$ cat src/rtl/gbn_pkg.sv
// shared types and constants for the greedy box suppression block
`default_nettype none

package gbn_pkg;

	// register index of the overlap threshold
	localparam logic REG_IOU_THR = 1'b0;

	// threshold value after reset, Q1.8
	localparam logic [8:0] IOU_THR_RESET = 9'd115;

	// widths of the result fields
	localparam int INDEX_W = 12;
	localparam int TOTAL_W = 7;

	// one incoming detection box
	typedef struct packed {
		logic signed [15:0] box_left;
		logic signed [15:0] box_top;
		logic        [14:0] box_width;
		logic        [14:0] box_height;
		logic               last_box;
	} in_box_t;

	// one suppression decision
	typedef struct packed {
		logic               keep;
		logic [INDEX_W-1:0] box_index;
		logic [TOTAL_W-1:0] kept_total;
		logic               list_full;
	} out_res_t;

	// one box as held in the kept list, edges and area
	typedef struct packed {
		logic signed [15:0] left;
		logic signed [15:0] top;
		logic signed [16:0] right;
		logic signed [16:0] bottom;
		logic        [29:0] area;
	} entry_t;

	// pipeline status of the overlap unit
	typedef struct packed {
		logic hit_valid;
		logic busy;
	} iou_stat_t;

endpackage

`default_nettype wire

$ cat src/rtl/gbn_iou.sv
// pipelined overlap test: intersection * 256 > threshold * union
`default_nettype none

module gbn_iou
	import gbn_pkg::*;
(
	input  wire logic       clk,
	input  wire logic       arst_n,
	input  wire logic       in_valid,
	input  wire entry_t     kept,
	input  wire entry_t     cand,
	input  wire logic [8:0] thr,
	output      iou_stat_t  stat
);

	logic signed [16:0] x_lo, x_hi, y_lo, y_hi;
	logic        [14:0] ox, oy;
	logic        [29:0] inter;
	logic        [30:0] uni;
	logic        [29:0] inter_s2, karea_s2;
	logic        [29:0] inter_s3;
	logic        [39:0] prod_s3;
	logic               valid_s2, valid_s3;
	logic               hit;

	// overlap along each axis, zero when disjoint
	always_comb begin
		x_lo = (cand.left > kept.left) ?
			{cand.left[15], cand.left} : {kept.left[15], kept.left};
		x_hi = (cand.right < kept.right) ? cand.right : kept.right;
		y_lo = (cand.top > kept.top) ?
			{cand.top[15], cand.top} : {kept.top[15], kept.top};
		y_hi = (cand.bottom < kept.bottom) ? cand.bottom : kept.bottom;
		ox = (x_hi > x_lo) ? 15'(x_hi - x_lo) : 15'd0;
		oy = (y_hi > y_lo) ? 15'(y_hi - y_lo) : 15'd0;
		inter = 30'(ox) * 30'(oy);
	end

	// union from the registered intersection
	assign uni = 31'(cand.area) + 31'(karea_s2) - 31'(inter_s2);

	// stage registers
	always_ff @(posedge clk) begin
		inter_s2 <= inter;
		karea_s2 <= kept.area;
		inter_s3 <= inter_s2;
		prod_s3  <= 40'(thr) * 40'(uni);
	end

	always_ff @(posedge clk or negedge arst_n) begin
		if (!arst_n) begin
			valid_s2 <= 1'b0;
			valid_s3 <= 1'b0;
		end else begin
			valid_s2 <= in_valid;
			valid_s3 <= valid_s2;
		end
	end

	// final compare on the last stage
	assign hit = {2'b00, inter_s3, 8'h00} > prod_s3;

	assign stat.hit_valid = valid_s3 & hit;
	assign stat.busy      = valid_s2 | valid_s3;

endmodule

`default_nettype wire

$ cat config.mk
export PLATFORM = sky130hd
export DESIGN_NAME = gbn_iou
export DESIGN_NICKNAME = d
export VERILOG_FILES = /design/src/rtl/gbn_pkg.sv /design/src/rtl/gbn_iou.sv
export SDC_FILE = /design/constraint.sdc
export NUM_CORES = 2
export LEC_CHECK = 0
export ABC_AREA = 1
export BUFFER_PORTS_ARGS = -buffer_cell sky130_fd_sc_hd__buf_2
export CAP_MARGIN = 20
export CORE_AREA = 2 2 224 226
export DETAILED_ROUTE_END_ITERATION = 10
export DIE_AREA = 0 0 226 228
export PLACE_DENSITY = 0.8
export SLEW_MARGIN = 20
export SYNTH_ARGS = -nofsm -noshare
export SYNTH_HDL_FRONTEND = slang
export SYNTH_SLANG_ARGS = --single-unit
$ cat constraint.sdc
create_clock -name clk -period 7.5 [get_ports clk]
set_input_delay 0.75 -clock clk [delete_from_list [all_inputs] [get_ports clk]]
set_output_delay 0.75 -clock clk [all_outputs]
set_load 0.05 [all_outputs]
; ---- Word level (Yosys, flattened, before mapping)
; Index checks and enable logic that the tools add are counted.
; W data, S select, Z words.
[op_classes]
add_sub_neg = 4
multipliers = 2
div_mod_pow = 0
n_lt_le_gt_ge = 7
eq_ne = 0
n_shift = 0
mux = 6
n_bitwise = 2
n_reduce_logical = 0
[op_table]
columns = operator, count
row1 = $mux W17, 4
row2 = $gt A38 B40 Y1, 1
row3 = $mul A9 B31 Y40, 1
row4 = $gt A17 B17 Y1, 2
row5 = $lt A17 B17 Y1, 2
row6 = $gt A16 B16 Y1, 2
row7 = $add A30 B30 Y31, 1
row8 = $sub A31 B30 Y31, 1
row9 = $mul A15 B15 Y30, 1
row10 = $mux W15, 2
row11 = $sub A15 B15 Y15, 2
row12 = $and A1 B1 Y1, 1
row13 = $or A1 B1 Y1, 1
[totals]
ff_bits = 132
latch_bits = 0
ramBits = 0
mem_bits_ro = 0
out_inout_bits = 2
wordCells = 27
mem_count = 0

; ---- Depth between registers and ports, before layout
[logic_depth]
depth_word = 5
depth_mapped = 54
mapped_depth_nobuf = 52

; ---- Least setup slack after synthesis
; OpenSTA, ideal clock, no wires.
[synth_timing]
kind = in2reg
startpoint = in kept[63] (netlist bit)
endpoint = reg inter_s2[27]
setup_time_ps = 112
arrival_ps = 7993
required_ps = 7388
slack_ps = -606
path_stages = 44
path_cell_list = inv_1 ha_1 a21oi_1 o21ai_0 a21oi_1 nand2_1 nand2_1 buf_2 nand3_1 nand2_1 ha_1 inv_1 fa_1 nand2_1 nand2_1 nand2_1 o21bai_1 nand2_1 [... 8 more ...] fa_1 inv_1 fa_1 inv_1 fa_1 inv_1 fa_1 inv_1 ha_1 nand2_1 nor2_1 nand2_1 o211ai_1 nand2_1 nand2_1 nand2_1 nand3_1 nand2_1
[synth_between]
elab_chain_cells = 5
elab_cells_between_ends = 6
cone_classes = 1 x add/sub / 1 x mul / 2 x order compare / 2 x mux
[synth_rtl]
columns = item, line
row1 = "start, declared", gbn_iou.sv:10  ; input wire entry_t kept,
row2 = $lt A17 B17 Y1, gbn_iou.sv:30  ; x_hi = (cand.right < kept.right) ? cand.right : kept.right;
row3 = $mux W17 (*), gbn_iou.sv:30
row4 = $sub A15 B15 Y15 or $gt A17 B17 Y1 (tied branches), gbn_iou.sv:34  ; ox = (x_hi > x_lo) ? 15'(x_hi - x_lo) : 15'd0;
row5 = $mux W15 (*), gbn_iou.sv:34
row6 = $mul A15 B15 Y30 (*), gbn_iou.sv:36  ; inter = 30'(ox) * 30'(oy);
row7 = via inter[27], gbn_iou.sv:18  ; logic [29:0] inter;
row8 = "end signal, assigned", gbn_iou.sv:44  ; inter_s2 <= inter;
row9 = "end, declared", gbn_iou.sv:20  ; logic [29:0] inter_s2, karea_s2;
; Mark *: on every way through the listed nets, which the timed path passes. The rest lies on a longest branch.

; ---- Worst setup path in the final report
[layout_timing]
startpoint = in kept[32] (netlist bit)
endpoint = reg inter_s2[23]
[layout_between]
elab_chain_cells = 5
elab_cells_between_ends = 6
cone_classes = 1 x add/sub / 1 x mul / 2 x order compare / 2 x mux
[layout_rtl]
columns = item, line
row1 = $lt A17 B17 Y1, gbn_iou.sv:33  ; y_hi = (cand.bottom < kept.bottom) ? cand.bottom : kept.bottom;
row2 = $mux W17 (*), gbn_iou.sv:33
row3 = $sub A15 B15 Y15 or $gt A17 B17 Y1 (tied branches), gbn_iou.sv:35  ; oy = (y_hi > y_lo) ? 15'(y_hi - y_lo) : 15'd0;
row4 = $mux W15 (*), gbn_iou.sv:35
row5 = $mul A15 B15 Y30 (*), gbn_iou.sv:36
row6 = via inter[23], gbn_iou.sv:18
; Marks and branches as above.

==> results.cfg <==
[run_status]
status = finished with violations
violations = setup timing

[route]
vias = 29410
first_pass_iters = 6
dr.first_iter.drc_count = 2508
wirelength_um = 98650
drc = 0
final_antenna_net_count = 0
routedWlPerCell_um = 18.41
vias_per_cell = 5.487

[sta]
slew_viol_final = 0
setup_viol = 22
maxSlewHeadroom_pct = 41.36
final_hold_viol_count = 0
post-route-period-util_pct = 109.6
worst_slew_pin_slew_ns = 0.8742
fmax_mhz = 121.7
setup_ws_ns = -0.7185
period_minus_slack_ns = 8.218
holdWs_ns = 0.1410
finClkSkew_ns = 0.009337
grt_setup_unrepaired = true

[clock_tree]
numClockSinks = 132
htree_levels = 4
insertion_delay_ns = 0.44
postCtsHoldBufs = 0
cts_max_path_buffers = 2
cts_buffers = 17
cts_tree = built
cts.clk_slew.worst_paths_ns = 0.06
cts_root_buf = clkbuf_16

[die]
dieWidth_um = 226
die_area_um2 = 51530
die_h_um = 228
core-area_um2 = 49350
num_io_pins = 206
rows = 82
floorplan.initialDensity_pct = 57.26

[placement]
gp_congestion = 1.021
portBuffers = 205
post-dp-hpwl_um = 74510

[critical_path]
crit_arrival_ns = 8.55
path_max_fanout = 7
cpPeakStageDelay_ns = 0.55
start_kind = input pin
crit_top_cell = nand2_1
slowest_stage = fa_1
crit_path_end_kind = register
crit_required_ns = 7.83
rr_worst_depth = 27
critPathKind = in -> reg

[synthesis]
yosys-top-cells-area = fa_1, nand2_1, ha_1
synth_seq_cells = 132
syn_nets = 4897
avgSynthCellArea_um2 = 7.106
synth_cell_types = 47
ys_seq_area_share_pct = 9.386
netlist_area_um2 = 28260
synth_warnings = 0
synth_edf_count = 0
post-synth-top-count-cell = nand2_1
synth_flop_cell = dfxtp_1
synth.largest_area_cell = fa_1
synth_common_cells = nand2_1, inv_1, fa_1
async_reset_ff_share_pct = 1.515
syn_inst = 3977
synth_top_cell_area_share_pct = 28.55

[grt]
grt_start_max_net_pins = 32
grt_pass1_wl_um = 144600
grt_pass1_vias = 29350
antenna_found_initial = 1
grt_overflow = 0
grtUsageTotal_pct = 35.48

[finish]
antennaDiodeCount = 0
nets = 5595
drive_above_1_share_pct = 26.71
utilization_pct = 75.68
syn_to_final_growth_pct = 32.16

[run]
maxCapViolCount = 0

[min_path]
hp-class = in -> async
final cells by class:
type / count / area [µm²]
Inverter: 910 / 3435
Timing Repair Buffer: 727 / 5326
Sequential cell: 132 / 2653
Clock buffer: 17 / 425.4
Clock inverter: 15 / 168.9
Multi-Input combinational cell: 2887 / 24500
Tap cell: 672 / 840.8
Fill cell: 3441 / 12000
repair_timing:
item,CTS,global route
endpoints found under the hold margin,0,0
gates resized for setup,237,250
endpoints found under the setup margin,20,22
gates cloned,9,3
pin swaps,99,125
buffers inserted,37,36
through the flow:
step	cell area [µm²]	cells	setup slack (ns)	setup TNS, ns
2_1_floorplan	29070	3977	-0.03336	-0.03336
3_3_place_gp	34000	5243	-0.8812	-14.38
3_5_place_dp	34000	5243	-0.9564	-16.34
4_1_cts	35960	5321	-0.1613	-1.385
5_1_grt	37350	5360	-0.9621	-16.28
6_report	37350	5360	-0.7185	-10.84
logic make-up (layout without fill, tap and decap cells):
family / count (synthesis) / after routing / share of synthesized area (%)
XOR/XNOR: 69 / 69 / 2.192
flip-flops: 132 / 132 / 9.386
adder cells (fa/ha/maj): 716 / 716 / 42.41
AND/OR/NAND/NOR: 1861 / 1870 / 28.38
AO/OA/AOI/OAI: 232 / 232 / 4.432
buffers and inverters: 967 / 1669 / 13.20
metal layers:
| metal | vias to the layer above | track usage [%] | wire (µm) | share of wire [%] |
|---|---|---|---|---|
| met5 | - | 0 | 13 | 0.013 |
| met4 | 2 | 17.96 | 6923 | 7.0 |
| met3 | 486 | 6.092 | 7711 | 7.8 |
| met2 | 1531 | 62.53 | 48280 | 49 |
| met1 | 13930 | 41.23 | 35730 | 36 |
| li1 | 13460 | - | - | - |
cell usage in the layout (no fill, tap or decap), types with 21 or more instances in the layout:
master | Yosys | layout
fa_1 | 403 | 393
xor2_1 | 49 | 46
nand3_1 | 233 | 208
ha_1 | 313 | 238
buf_4 | 8 | 481
ha_4 | 0 | 74
inv_1 | 905 | 853
inv_2 | 2 | 47
buf_6 | 5 | 37
nor2_4 | 13 | 34
nor2_1 | 391 | 346
dfxtp_1 | 130 | 130
nand3_4 | 6 | 22
buf_2 | 13 | 192
nand2_4 | 3 | 41
nor2_2 | 2 | 26
nand2_2 | 5 | 125
a21oi_1 | 147 | 114
nand3b_1 | 21 | 21
nand4_1 | 61 | 61
o21ai_0 | 45 | 31
a21oi_2 | 0 | 27
nand2_1 | 1071 | 906
final timing paths:
check                           slack [ns]    startpoint      endpoint
min in group clk                      0.36  inter_s2[13]  inter_s3[13]
max in group asynchronous             7.20        arst_n      valid_s3
worst min-delay path                  0.14        arst_n      valid_s2
worst min register to register        0.36  inter_s2[13]  inter_s3[13]
worst max-delay path                 -0.72      kept[32]  inter_s2[23]
worst max register to register        0.70   inter_s2[1]   prod_s3[24]
critical path, delay by kind of cell:
| kind | cells | cell delay, ns |
|---|---|---|
| buffers and inverters | 8 | 0.83 |
| XOR/XNOR | 1 | 0.16 |
| AND/OR/NAND/NOR | 21 | 2.47 |
| adder cells (fa/ha/maj) | 9 | 3.81 |
| AO/OA/AOI/OAI | 3 | 0.50 |
state kept, by name, summed over array words and instances, names as in the netlist:
| name | count |
|---|---|
| inter_s3 | 30 |
| valid_s3 | 1 |
| valid_s2 | 1 |
| inter_s2 | 30 |
| prod_s3 | 40 |
| karea_s2 | 30 |
Power is not shown: default switching activity piles up to over one toggle a cycle in this logic, so the estimate is an artifact.
